## config.mk

```make
export PLATFORM = sky130hd
export DESIGN_NAME = line_follow_pd_steering_unit
export DESIGN_NICKNAME = d
export VERILOG_FILES = /design/src/hdl/lfs_pkg.sv /design/src/hdl/lfs_ctrl.sv /design/src/hdl/lfs_dp.sv /design/src/hdl/line_follow_pd_steering_unit.sv
export SDC_FILE = /design/constraint.sdc
export NUM_CORES = 2
export LEC_CHECK = 0
export BUFFER_PORTS_ARGS = -buffer_cell sky130_fd_sc_hd__buf_2
export CORE_MARGIN = 4
export CORE_UTILIZATION = 45
export CTS_CLUSTER_DIAMETER = 100
export CTS_CLUSTER_SIZE = 8
export DETAILED_ROUTE_END_ITERATION = 6
export GPL_TIMING_DRIVEN = 0
export SYNTH_ARGS = -nofsm -noshare
export SYNTH_HDL_FRONTEND = slang
export SYNTH_SLANG_ARGS = --single-unit
```

## constraint.sdc

```tcl
create_clock -name clock -period 20.8 [get_ports clock]
set_input_delay 6.24 -clock clock [delete_from_list [all_inputs] [get_ports clock]]
set_output_delay 6.24 -clock clock [all_outputs]
set_load 0.01 [all_outputs]
```

## src/hdl/lfs_pkg.sv

```systemverilog
// Shared types and constants for the line-follow PD steering unit.
// No dependencies; used by lfs_ctrl, lfs_dp and the top level.
package lfs_pkg;

   // Configuration register indexes and port widths
   localparam int CSR_IDX_W  = 3;
   localparam int CSR_DATA_W = 12;
   localparam logic [CSR_IDX_W-1:0] CSR_PROP_GAIN  = 3'd0;
   localparam logic [CSR_IDX_W-1:0] CSR_DERIV_GAIN = 3'd1;
   localparam logic [CSR_IDX_W-1:0] CSR_SPEED_FAST = 3'd2;
   localparam logic [CSR_IDX_W-1:0] CSR_SPEED_SLOW = 3'd3;
   localparam logic [CSR_IDX_W-1:0] CSR_SPEED_MIN  = 3'd4;

   // Register reset values
   localparam logic [11:0] PROP_GAIN_RST  = 12'd1536;
   localparam logic [11:0] DERIV_GAIN_RST = 12'd896;
   localparam logic [6:0]  SPEED_FAST_RST = 7'd45;
   localparam logic [6:0]  SPEED_SLOW_RST = 7'd25;
   localparam logic [6:0]  SPEED_MIN_RST  = 7'd4;

   // Error divider: one quotient bit per step over a 12-bit dividend
   localparam int DIV_STEPS = 12;
   localparam int DIV_CNT_W = $clog2(DIV_STEPS);

   // Sensor weights, left half and right half
   localparam logic [3:0] WEIGHT_L [4] = '{4'd6, 4'd4, 4'd2, 4'd0};
   localparam logic [3:0] WEIGHT_R [4] = '{4'd0, 4'd2, 4'd4, 4'd6};

   // Track state codes
   localparam logic [3:0] TRACK_GO      = 4'd0;
   localparam logic [3:0] TRACK_RIGHT1  = 4'd1;
   localparam logic [3:0] TRACK_RIGHT2  = 4'd2;
   localparam logic [3:0] TRACK_RIGHT3  = 4'd3;
   localparam logic [3:0] TRACK_LEFT1   = 4'd4;
   localparam logic [3:0] TRACK_LEFT2   = 4'd5;
   localparam logic [3:0] TRACK_LEFT3   = 4'd6;
   localparam logic [3:0] TRACK_LOST    = 4'd7;
   localparam logic [3:0] TRACK_CROSS   = 4'd8;

   // Controller to datapath commands
   typedef struct packed {
      logic load;
      logic div_step;
      logic resolve;
      logic mul_p;
      logic mul_d;
      logic base;
      logic wheel;
   } cmd_type;

   // Datapath to controller status
   typedef struct packed {
      logic spin;
      logic out_free;
   } status_type;

endpackage

```

## src/hdl/lfs_ctrl.sv

```systemverilog
// Sequencer for the line-follow steering unit.
// Depends on lfs_pkg; drives the lfs_dp command struct.
module lfs_ctrl (
   input  logic                clock,
   input  logic                reset,
   input  logic                req_valid,
   output logic                req_ready,
   input  lfs_pkg::status_type status,
   output lfs_pkg::cmd_type    cmd
);

   localparam logic [2:0] S_IDLE    = 3'd0;
   localparam logic [2:0] S_DIV     = 3'd1;
   localparam logic [2:0] S_RESOLVE = 3'd2;
   localparam logic [2:0] S_MULP    = 3'd3;
   localparam logic [2:0] S_MULD    = 3'd4;
   localparam logic [2:0] S_BASE    = 3'd5;
   localparam logic [2:0] S_WHEEL   = 3'd6;

   localparam logic [lfs_pkg::DIV_CNT_W-1:0] DIV_LAST =
      lfs_pkg::DIV_CNT_W'(lfs_pkg::DIV_STEPS - 1);

   logic [2:0]                    state_ff, state_in;
   logic [lfs_pkg::DIV_CNT_W-1:0] div_cnt_ff, div_cnt_in;

   // Next state and commands
   always_comb begin
      state_in   = state_ff;
      div_cnt_in = div_cnt_ff;
      cmd        = '0;
      case (state_ff)
         S_IDLE: begin
            if (req_valid) begin
               cmd.load   = 1'b1;
               div_cnt_in = '0;
               state_in   = S_DIV;
            end
         end
         S_DIV: begin
            cmd.div_step = 1'b1;
            if (div_cnt_ff == DIV_LAST) begin
               state_in = S_RESOLVE;
            end else begin
               div_cnt_in = div_cnt_ff + 1'b1;
            end
         end
         S_RESOLVE: begin
            cmd.resolve = 1'b1;
            state_in    = status.spin ? S_WHEEL : S_MULP;
         end
         S_MULP: begin
            cmd.mul_p = 1'b1;
            state_in  = S_MULD;
         end
         S_MULD: begin
            cmd.mul_d = 1'b1;
            state_in  = S_BASE;
         end
         S_BASE: begin
            cmd.base = 1'b1;
            state_in = S_WHEEL;
         end
         S_WHEEL: begin
            // hold here while the output register is still occupied
            if (status.out_free) begin
               cmd.wheel = 1'b1;
               state_in  = S_IDLE;
            end
         end
         default: begin
            state_in = S_IDLE;
         end
      endcase
   end

   assign req_ready = (state_ff == S_IDLE);

   // State registers
   always_ff @(posedge clock) begin
      if (reset) begin
         state_ff   <= S_IDLE;
         div_cnt_ff <= '0;
      end else begin
         state_ff   <= state_in;
         div_cnt_ff <= div_cnt_in;
      end
   end

   // Checks
   a_load_starts_div: assert property (@(posedge clock) disable iff (reset)
      cmd.load |=> (state_ff == S_DIV))
      else $error("load did not start the divider");

   a_div_full_length: assert property (@(posedge clock) disable iff (reset)
      ($past(state_ff) == S_DIV && state_ff != S_DIV) |-> ($past(div_cnt_ff) == DIV_LAST))
      else $error("divider left early");

   a_wheel_returns_idle: assert property (@(posedge clock) disable iff (reset)
      cmd.wheel |=> req_ready)
      else $error("not idle after result load");

   a_one_command: assert property (@(posedge clock) disable iff (reset)
      $onehot0(cmd))
      else $error("more than one command at once");

endmodule

```

## src/hdl/lfs_dp.sv

```systemverilog
// Datapath for the line-follow steering unit: registers, error divider,
// PD multipliers, speed shaping and the output register. Depends on lfs_pkg.
module lfs_dp (
   input  logic                             clock,
   input  logic                             reset,
   input  lfs_pkg::cmd_type                 cmd,
   output lfs_pkg::status_type              status,
   input  logic [7:0]                       req_sensor_bits,
   input  logic                             csr_valid,
   input  logic [lfs_pkg::CSR_IDX_W-1:0]    csr_index,
   input  logic [lfs_pkg::CSR_DATA_W-1:0]   csr_data,
   output logic                             rsp_valid,
   input  logic                             rsp_ready,
   output logic signed [8:0]                rsp_left_speed,
   output logic signed [8:0]                rsp_right_speed,
   output logic [3:0]                       rsp_track_state
);

   localparam logic [11:0] MAG_GO  = 12'd128;
   localparam logic [11:0] MAG_LV1 = 12'd512;
   localparam logic [11:0] MAG_LV2 = 12'd1024;
   localparam logic [12:0] SPEED_SPAN = 13'd5120;
   localparam logic [17:0] RECIP_5 = 18'd205;
   localparam logic signed [26:0] STEER_LIM = 27'sd2293760;  // 35 in Q.16
   localparam logic signed [8:0]  STEER_WHEEL = 9'sd35;

   // Configuration registers
   logic [11:0] prop_gain_ff, deriv_gain_ff;
   logic [6:0]  speed_fast_ff, speed_slow_ff, speed_min_ff;

   // Track state
   logic              line_seen_ff;
   logic signed [11:0] held_ff, prev_ff;

   // Per-transaction working registers
   logic               num_neg_ff, lost_ff, cross_ff, spin_ff;
   logic [2:0]         cnt_ff, rem_ff;
   logic [11:0]        quo_ff;
   logic signed [11:0] err_ff;
   logic [3:0]         code_ff;
   logic signed [24:0] prod_p_ff, steer_c_ff;
   logic signed [26:0] steer_ff;
   logic [19:0]        base_prod_ff;
   logic [6:0]         base_ff;

   // Output register
   logic               rsp_valid_ff;
   logic signed [8:0]  left_ff, right_ff;
   logic [3:0]         track_ff;

   // Combinational values
   logic [3:0]         sum_l, sum_r, cnt_all, num_mag_in;
   logic [3:0]         rem_try;
   logic [2:0]         rem_in;
   logic               quo_bit;
   logic signed [11:0] err_div, err_sel;
   logic [3:0]         code_in;
   logic [12:0]        err_abs;
   logic signed [12:0] err_diff;
   logic signed [25:0] prod_d;
   logic signed [26:0] steer_in, steer_cl;
   logic [17:0]        base_q;
   logic [6:0]         base_raw;
   logic signed [24:0] v_left, v_right;
   logic signed [8:0]  wheel_lo, wheel_hi, left_in, right_in;

   // Truncate a Q.16 value toward zero
   function automatic logic signed [8:0] trunc_q16(input logic signed [24:0] v);
      logic signed [24:0] a;
      a = v[24] ? (v + 25'sd65535) : v;
      return a[24:16];
   endfunction

   // Raise to the low bound, then lower to the high bound
   function automatic logic signed [8:0] clamp_wheel(input logic signed [8:0] v,
                                                     input logic signed [8:0] lo,
                                                     input logic signed [8:0] hi);
      logic signed [8:0] r;
      r = v;
      if (r < lo) r = lo;
      if (r > hi) r = hi;
      return r;
   endfunction

   // Weighted sums and set-bit count of the sample
   always_comb begin
      sum_l   = '0;
      sum_r   = '0;
      cnt_all = '0;
      for (int i = 0; i < 4; i++) begin
         if (req_sensor_bits[i]) sum_l = sum_l + lfs_pkg::WEIGHT_L[i];
         if (req_sensor_bits[i+4]) sum_r = sum_r + lfs_pkg::WEIGHT_R[i];
         cnt_all = cnt_all + {3'b0, req_sensor_bits[i]} + {3'b0, req_sensor_bits[i+4]};
      end
      num_mag_in = (sum_l >= sum_r) ? (sum_l - sum_r) : (sum_r - sum_l);
   end

   // One restoring division step
   always_comb begin
      rem_try = {rem_ff, quo_ff[11]};
      if (rem_try >= {1'b0, cnt_ff}) begin
         rem_in  = 3'(rem_try - {1'b0, cnt_ff});
         quo_bit = 1'b1;
      end else begin
         rem_in  = rem_try[2:0];
         quo_bit = 1'b0;
      end
   end

   // Error selection and track code
   always_comb begin
      err_div = num_neg_ff ? (12'sd0 - $signed(quo_ff)) : $signed(quo_ff);
      if (lost_ff) begin
         err_sel = held_ff;
         code_in = lfs_pkg::TRACK_LOST;
      end else if (cross_ff) begin
         err_sel = '0;
         code_in = lfs_pkg::TRACK_CROSS;
      end else begin
         err_sel = err_div;
         if (quo_ff < MAG_GO) begin
            code_in = lfs_pkg::TRACK_GO;
         end else if (quo_ff < MAG_LV1) begin
            code_in = num_neg_ff ? lfs_pkg::TRACK_LEFT1 : lfs_pkg::TRACK_RIGHT1;
         end else if (quo_ff < MAG_LV2) begin
            code_in = num_neg_ff ? lfs_pkg::TRACK_LEFT2 : lfs_pkg::TRACK_RIGHT2;
         end else begin
            code_in = num_neg_ff ? lfs_pkg::TRACK_LEFT3 : lfs_pkg::TRACK_RIGHT3;
         end
      end
   end

   // PD products, base speed and wheel speeds
   always_comb begin
      err_abs  = err_ff[11] ? (13'd0 - {err_ff[11], err_ff}) : {1'b0, err_ff};
      err_diff = $signed({err_ff[11], err_ff}) - $signed({prev_ff[11], prev_ff});
      prod_d   = $signed({1'b0, deriv_gain_ff}) * err_diff;
      steer_in = $signed({{2{prod_p_ff[24]}}, prod_p_ff}) + $signed({prod_d[25], prod_d});
      if (steer_ff > STEER_LIM) begin
         steer_cl = STEER_LIM;
      end else if (steer_ff < -STEER_LIM) begin
         steer_cl = -STEER_LIM;
      end else begin
         steer_cl = steer_ff;
      end
      // divide by 5120: drop 10 bits, then times 205 over 1024 is exact below 1024
      base_q   = {8'b0, base_prod_ff[19:10]} * RECIP_5;
      base_raw = base_q[16:10];
      v_left   = $signed({2'b0, base_ff, 16'b0}) - steer_c_ff;
      v_right  = $signed({2'b0, base_ff, 16'b0}) + steer_c_ff;
      wheel_lo = $signed({2'b0, speed_min_ff});
      wheel_hi = $signed({2'b0, speed_fast_ff}) + STEER_WHEEL;
      if (spin_ff) begin
         left_in  = 9'sd0 - $signed({2'b0, speed_slow_ff});
         right_in = $signed({2'b0, speed_slow_ff});
      end else begin
         left_in  = clamp_wheel(trunc_q16(v_left), wheel_lo, wheel_hi);
         right_in = clamp_wheel(trunc_q16(v_right), wheel_lo, wheel_hi);
      end
   end

   // Configuration writes
   always_ff @(posedge clock) begin
      if (reset) begin
         prop_gain_ff  <= lfs_pkg::PROP_GAIN_RST;
         deriv_gain_ff <= lfs_pkg::DERIV_GAIN_RST;
         speed_fast_ff <= lfs_pkg::SPEED_FAST_RST;
         speed_slow_ff <= lfs_pkg::SPEED_SLOW_RST;
         speed_min_ff  <= lfs_pkg::SPEED_MIN_RST;
      end else if (csr_valid) begin
         case (csr_index)
            lfs_pkg::CSR_PROP_GAIN:  prop_gain_ff  <= csr_data;
            lfs_pkg::CSR_DERIV_GAIN: deriv_gain_ff <= csr_data;
            lfs_pkg::CSR_SPEED_FAST: speed_fast_ff <= csr_data[6:0];
            lfs_pkg::CSR_SPEED_SLOW: speed_slow_ff <= csr_data[6:0];
            lfs_pkg::CSR_SPEED_MIN:  speed_min_ff  <= csr_data[6:0];
            default: ;
         endcase
      end
   end

   // Track memory across samples
   always_ff @(posedge clock) begin
      if (reset) begin
         line_seen_ff <= 1'b0;
         held_ff      <= '0;
         prev_ff      <= '0;
      end else begin
         if (cmd.resolve) begin
            line_seen_ff <= line_seen_ff | ~lost_ff;
            if (!lost_ff) held_ff <= err_sel;
         end
         if (cmd.mul_d) prev_ff <= err_ff;
      end
   end

   // Working registers
   always_ff @(posedge clock) begin
      if (cmd.load) begin
         num_neg_ff <= (sum_l < sum_r);
         cnt_ff     <= cnt_all[2:0];
         lost_ff    <= (req_sensor_bits == 8'h00);
         cross_ff   <= (req_sensor_bits == 8'hFF);
         rem_ff     <= '0;
         quo_ff     <= {num_mag_in, 8'b0};
      end
      if (cmd.div_step) begin
         rem_ff <= rem_in;
         quo_ff <= {quo_ff[10:0], quo_bit};
      end
      if (cmd.resolve) begin
         err_ff  <= err_sel;
         code_ff <= code_in;
         spin_ff <= lost_ff & ~line_seen_ff;
      end
      if (cmd.mul_p) begin
         prod_p_ff    <= $signed({1'b0, prop_gain_ff}) * err_ff;
         base_prod_ff <= {13'b0, speed_fast_ff} * {7'b0, SPEED_SPAN - err_abs};
      end
      if (cmd.mul_d) steer_ff <= steer_in;
      if (cmd.base) begin
         steer_c_ff <= steer_cl[24:0];
         base_ff    <= (base_raw < speed_min_ff) ? speed_min_ff : base_raw;
      end
   end

   // Output register
   always_ff @(posedge clock) begin
      if (reset) begin
         rsp_valid_ff <= 1'b0;
      end else if (cmd.wheel) begin
         rsp_valid_ff <= 1'b1;
      end else if (rsp_ready) begin
         rsp_valid_ff <= 1'b0;
      end
   end

   always_ff @(posedge clock) begin
      if (cmd.wheel) begin
         left_ff  <= left_in;
         right_ff <= right_in;
         track_ff <= code_ff;
      end
   end

   assign status.spin     = lost_ff & ~line_seen_ff;
   assign status.out_free = ~rsp_valid_ff | rsp_ready;

   assign rsp_valid       = rsp_valid_ff;
   assign rsp_left_speed  = left_ff;
   assign rsp_right_speed = right_ff;
   assign rsp_track_state = track_ff;

endmodule

```

## src/hdl/line_follow_pd_steering_unit.sv

```systemverilog
// Line-follow PD steering unit: sensor sample in, wheel speeds and state out.
// Depends on lfs_pkg, lfs_ctrl and lfs_dp.
//
// Channels: req_ carries one 8-bit sensor sample per transaction (black = 1).
// rsp_ returns one transaction per sample: left and right wheel speeds
// (9-bit two's complement) and a track state code. csr_ writes the gain and
// speed registers by index; csr_ready is always high, writes to unused
// indexes are dropped. Write configuration only while the unit is idle.
//
// Steps from request to response valid: accept, 12 divider steps, error
// resolve, two multiply steps, base speed, wheel load. The error division
// by the set-bit count takes one quotient bit per cycle and is the longest
// step. A spin sample (all white before the line was ever seen) skips the
// multiply and base steps. One sample is in work at a time: no new request
// is accepted until the result of the last one is loaded.
//
// Reset restores the register defaults and clears the line memory. When the
// receiver stalls, the finished result waits in the output register and the
// next request is still accepted; its result is held back until the
// pending one is taken.
module line_follow_pd_steering_unit (
   input  logic                             clock,
   input  logic                             reset,
   input  logic                             req_valid,
   output logic                             req_ready,
   input  logic [7:0]                       req_sensor_bits,
   output logic                             rsp_valid,
   input  logic                             rsp_ready,
   output logic signed [8:0]                rsp_left_speed,
   output logic signed [8:0]                rsp_right_speed,
   output logic [3:0]                       rsp_track_state,
   input  logic                             csr_valid,
   output logic                             csr_ready,
   input  logic [lfs_pkg::CSR_IDX_W-1:0]    csr_index,
   input  logic [lfs_pkg::CSR_DATA_W-1:0]   csr_data
);

   lfs_pkg::cmd_type    cmd;
   lfs_pkg::status_type status;

   assign csr_ready = 1'b1;

   lfs_ctrl u_ctrl (
      .clock     (clock),
      .reset     (reset),
      .req_valid (req_valid),
      .req_ready (req_ready),
      .status    (status),
      .cmd       (cmd)
   );

   lfs_dp u_dp (
      .clock           (clock),
      .reset           (reset),
      .cmd             (cmd),
      .status          (status),
      .req_sensor_bits (req_sensor_bits),
      .csr_valid       (csr_valid),
      .csr_index       (csr_index),
      .csr_data        (csr_data),
      .rsp_valid       (rsp_valid),
      .rsp_ready       (rsp_ready),
      .rsp_left_speed  (rsp_left_speed),
      .rsp_right_speed (rsp_right_speed),
      .rsp_track_state (rsp_track_state)
   );

endmodule
```

* Word level (Yosys, flattened, before mapping)
Index checks and enable logic that the tools add are counted.
** Cells by class
- Div/mod/pow operators :: 0
- Shifts and indexed selects :: 0
- Order comparisons :: 13
- Multipliers :: 4
- Reductions and logical operators :: 15
- Muxes and demuxes :: 55
- Bitwise gates (word level) :: 6
- Add/sub/neg operators :: 26
- Equal/unequal tests :: 16
** Operators with widths (number)
- 25-bit two-way mux :: 3
- 9-bit two-way mux :: 7
- 12-bit two-way mux :: 5
- 25-bit by 17-bit adder with 25-bit output (second input constant) :: 2
- 4-bit two-way mux :: 11
- 3-bit two-way mux :: 11
- 25-bit by 26-bit adder with 27-bit output :: 1
- 27-bit by 23-bit > comparator with 1-bit output (second input constant) :: 1
- 27-bit by 23-bit < comparator with 1-bit output (second input constant) :: 1
- 13-bit by 13-bit multiplier with 26-bit output :: 1
- 24-bit by 25-bit adder with 25-bit output :: 1
- 13-bit by 12-bit multiplier with 25-bit output :: 1
- 24-bit by 25-bit subtractor with 25-bit output :: 1
- 3-bit one-hot mux with 7 select lines :: 1
- 7-bit by 13-bit multiplier with 20-bit output :: 1
- 3-bit by 1-bit adder with 3-bit output :: 6
- 9-bit > comparator :: 2
- 9-bit by 8-bit < comparator with 1-bit output :: 2
- 10-bit by 8-bit multiplier with 17-bit output (second input constant) :: 1
- 7-bit two-way mux :: 2
- 13-bit two-way mux :: 1
- 1-bit by 12-bit subtractor with 13-bit output (first input constant) :: 1
- 12-bit by 12-bit subtractor with 13-bit output :: 1
- 13-bit subtractor (first input constant) :: 1
- other kinds (37) :: 70
** Storage, ports and cells
- Memory bits (writable) :: 0
- Input bits :: 28
- Memories kept :: 0
- Bits in registers :: 242
- Word-level logic and storage cells :: 165
- ROM bits :: 0
- Output and inout port bits :: 25
- Latch bits :: 0

* Logic depth before layout (Yosys ltp)
- Word-level depth :: 9
- Gate-level depth with buffers :: 36
- Depth with buffers taken out :: 34

* By module
A second synthesis with hierarchy kept.
** Second synthesis, totals
- Cells, all modules :: 3035
- Area, all modules :: 27929.3 um^2
** By module, submodules not included
- lfs_dp :: cells each 2983, sequential area each 6045.8 um^2, times used 1, area each 27466.3 um^2
- lfs_ctrl :: cells each 50, sequential area each 140.1 um^2, times used 1, area each 451.7 um^2
- line_follow_pd_steering_unit :: cells each 2, sequential area each 0.0 um^2, times used 1, area each 11.3 um^2

* Worst setup path before layout
OpenSTA, ideal clock, no wires.
- Path kind :: in2reg
- Start :: input req_sensor_bits[0]
- End :: register u_dp.cnt_ff[2] (data pin)
- Cell stages on the path :: 8
- Required time :: 20.543 ns
- Buffers on the path :: 0
- Data arrival time :: 8.384 ns
- Setup time :: 0.257 ns
- Path slack :: 12.159 ns
- Path through :: ha_1 > inv_1 > fa_1 > fa_1 > inv_1 > fa_1 > fa_1 > xor2_1
** On the way
- Longest elaborated chain between the ends :: 7
** RTL lines
- start, declared :: RTL line line_follow_pd_steering_unit.sv:26 : input logic [7:0] req_sensor_bits,
- 1-bit by 1-bit adder with 2-bit output :: RTL line lfs_dp.sv:93 : cnt_all = cnt_all + {3'b0, req_sensor_bits[i]} + {3'b0, req_sensor_bits[i+4]};
- 3-bit by 1-bit adder with 3-bit output (6 in series) :: RTL line lfs_dp.sv:93
- net u_dp.cnt_all[2] :: RTL line lfs_dp.sv:52 : logic [3:0] sum_l, sum_r, cnt_all, num_mag_in;
- end signal, assigned :: RTL line lfs_dp.sv:201 : cnt_ff <= cnt_all[2:0];
- end, declared :: RTL line lfs_dp.sv:37 : logic [2:0] cnt_ff, rem_ff;
The timed path passes the listed nets, and every way through them passes these cells.
A chain may end at the register's enable or synchronous reset.

* Worst setup path after layout
- Start :: register u_dp.err_ff[0]
- End :: register u_dp.steer_ff[26] (data pin)
** On the way
- Longest elaborated chain between the ends :: 3
** RTL lines
- start, declared :: RTL line lfs_dp.sv:39 : logic signed [11:0] err_ff;
- start signal, assigned :: RTL line lfs_dp.sv:212 : err_ff <= err_sel;
- 12-bit by 12-bit subtractor with 13-bit output :: RTL line lfs_dp.sv:136 : err_diff = $signed({err_ff[11], err_ff}) - $signed({prev_ff[11], prev_ff});
- 13-bit by 13-bit multiplier with 26-bit output :: RTL line lfs_dp.sv:137 : prod_d = $signed({1'b0, deriv_gain_ff}) * err_diff;
- 25-bit by 26-bit adder with 27-bit output :: RTL line lfs_dp.sv:138 : steer_in = $signed({{2{prod_p_ff[24]}}, prod_p_ff}) + $signed({prod_d[25], prod_d});
- net u_dp.steer_in[26] :: RTL line lfs_dp.sv:61 : logic signed [26:0] steer_in, steer_cl;
- end signal, assigned :: RTL line lfs_dp.sv:220 : if (cmd.mul_d) steer_ff <= steer_in;
- end, declared :: RTL line lfs_dp.sv:42 : logic signed [26:0] steer_ff;
The timed path passes the listed nets, and every way through them passes these cells.

==> qor.txt <==
Iteration-0 DRC count of the detailed router -> 1,226
Total number of vias -> 21,317
Die area -> 0.0669 mm²
Status -> complete, no violations
Finished Cell Area -> 0.0307 mm²
Vias in the first global route -> 22,251
Grt total ovfl -> 0
Sequential share of the synthesized area -> 21.9%
Worst R2R Start -> u_dp.err_ff[0]
IO Pins -> 53
Starting Density -> 45.6%
# Max-Cap Violations -> 0
Wire per inst -> 17.4 µm
Post-synthesis cell area -> 0.0283 mm²
Critical Path Source Type -> flip-flop
Max reg flops -> 27
Post-layout minimum cycle time -> 9.60 ns
Core box area -> 0.0619 mm²
Distinct cell type count after synthesis -> 82
Ys Warns -> 0
Vias per cell -> 5.23
Root Driver -> clkbuf_16
Mapped Nets -> 3,810
WP buf/inv -> 6
Pre-Repair DR Iteration Count -> 7
Cell mode on critical path -> fa_1
Layout Utilization -> 49.5%
Clock buffer depth -> 3
PostCTS Resize Cnt -> 0
I/O Buffers -> 50
Setup Crit Path Kind -> flip-flop to flip-flop
First-pass GRT wire length -> 116,000 µm
Mapped Avg Cell Area -> 9.03 µm²
Top cell type's share of synthesized area -> 22.1%
Seq cells post-synth -> 232
Syn-to-layout area delta -> 8.60%
Num rows -> 91
Share of cells above drive strength 1 -> 4.79%
Fin. max-slew vios -> 0
Maximum VDD drop -> 115 µV
Post-synthesis cell count -> 3,129
Most common cell in the netlist -> inv_1
Registers with the most flip-flops -> u_dp.steer_ff (27), u_dp.prod_p_ff (25), u_dp.steer_c_ff (25)
Crit-path max FO -> 11
Worst Setup End Kind -> flip-flop
Final setup fails -> 0
Routed wire length -> 70,700 µm
P per Cell Area -> 97.8 mW/mm²
Initial antenna violation count -> 0
Clk Latency, worst-skew pair -> 0.57 ns
Crit path DAT -> 9.91 ns
Die Ht -> 259 µm
Dpl ws -> 11.35 ns
Setup ws final -> 11.20 ns
Post-synth ARST share -> 0%
Achievable frequency -> 104 MHz
Tot Pwr -> 3000 µW
Area of the multi-input gates -> 0.0196 mm²
CP max-delay cell -> o41ai_1
RSZ-0062 raised after global routing -> no
Leak Pwr -> 0.0143 µW
Register area -> 0.00619 mm²
Worst slew pin tran -> 1.07 ns
Slew HR -> 28.9%
Worst Setup SP -> u_dp.err_ff[0]
Area contributors post-synth -> fa_1 (22%), edfxtp_1 (16%), ha_1 (15%), inv_1 (7.0%), nand2_1 (5.8%)
Die W -> 259 µm
Nets -> 3,900
Area after DPL -> 0.0296 mm²
CTS Sinks -> 232
Fillers -> 5,932
Largest net degree at the start of global routing -> 37
Antenna-violating nets left -> 0
Worst min path class -> flip-flop to flip-flop
Largest Register -> u_dp.steer_ff
Placed wire-length estimate -> 58,800 µm
Clock slew at reported path FFs -> 0.06 ns
Main synth FF type -> edfxtp_1
Num CTS Buffers -> 35
Post-synth top cells -> inv_1 (529), nand2_1 (435), ha_1 (341), fa_1 (312), nor2_1 (159)
Crit path max-delay family -> adder cells
Post-synth EDFFs -> 154
H-tree levels -> 2
Gr usage total -> 21.5%
Placer Congestion -> 0.938
Drt drc -> 0
Hold path startpoint -> u_dp.code_ff[2]
Fin crit share -> 46.2%
Post-CTS setup buffer count -> 0
CP Data Required Time -> 21.11 ns
Endpoints failing hold -> 0
Max Clock Skew -> 0.0394 ns
CTS tree -> yes
CTS Hold Buffers Added -> 0
Setup TNS Final -> 0 ns
Cell taking the most area after synthesis -> fa_1
Slowest cell delay on critical path -> 0.74 ns
[layer usage]
layer  wire length, µm  GRT usage [%]
met1             31300           28.5
met3              3950           3.90
met5                 0              0
met4              2610           8.04
met2             32900           35.4
[path summary, 6_finish.rpt]
path,cells after the start,slack [ns],end
max reg2reg,31,11.20,u_dp.steer_ff[26]
min,0,0.41,u_dp.rsp_track_state[2]
max,31,11.20,u_dp.steer_ff[26]
min reg2reg,0,0.41,u_dp.rsp_track_state[2]
[worst register-to-register path: cells and delay by family, from the launching register on]
family	cells	cell delay, ns
AO/OA/AOI/OAI	13	3.23
XOR/XNOR	1	0.08
adder cells (fa/ha/maj)	8	3.65
buffers and inverters	6	1.39
flip-flops	1	0.43
multiplexers	1	0.43
AND/OR/NAND/NOR	2	0.15
[placed cells by master (no fill, tap or decap), types with 20 or more instances in the layout]
cell / Yosys / layout
and3_1: 29 / 29
dfxtp_1: 78 / 78
nand2b_1: 43 / 43
ha_1: 341 / 341
fa_1: 312 / 312
clkbuf_1: 122 / 137
xnor2_1: 84 / 84
mux2i_1: 22 / 22
clkbuf_16: 0 / 36
or3_1: 20 / 20
nor2_1: 159 / 156
nand3_1: 41 / 41
nand4_1: 20 / 20
a21oi_1: 121 / 121
buf_2: 2 / 52
nand2_1: 435 / 435
edfxtp_1: 154 / 154
and2_1: 134 / 133
xor2_1: 48 / 48
inv_1: 529 / 529
nor2b_1: 43 / 43
nor3_1: 40 / 40
a21o_1: 34 / 34
o21ai_0: 60 / 60
[per-stage QoR]
step                      hold WS [ns]  instances
final                            0.415       4076
after floorplan                  0.400       3129
after global placement           0.405       4016
after global routing             0.420       4075
after detailed placement         0.408       4019
after CTS                        0.420       4075
[cells by family after synthesis]
| logic type | Yosys count | synth area share (%) |
|---|---|---|
| DFF | 232 | 21.9 |
| adders and majority gates | 653 | 37.2 |
| muxes | 42 | 1.59 |
| buffers and inverters | 656 | 8.74 |
| AOI/OAI and AO/OA | 368 | 8.51 |
| other | 1 | 0.0133 |
| xor gates and xnor gates | 133 | 4.15 |
| and+or+nand+nor | 1044 | 17.9 |
[power breakdown]
part	leakage [µW]	internal [µW]	switching, µW
combinational	0.0117	779	1050
sequential	0.00205	605	24.4
clock	0.000499	322	223
total	0.0143	1710	1300
[layout make-up]
| cell class | count | share of cell area [%] |
|---|---|---|
| timing repair buffer | 53 | 1.04 |
| clock buffer | 52 | 3.13 |
| buffer | 126 | 1.57 |
| clock inverter | 4 | 0.277 |
| sequential | 232 | 20.2 |
| tap | 837 | 3.41 |
| inverter | 530 | 6.48 |
| multi-input combinational | 2241 | 63.9 |
| antenna | 1 | 0.00816 |
Note: power is estimated with default switching activity, not from simulation.
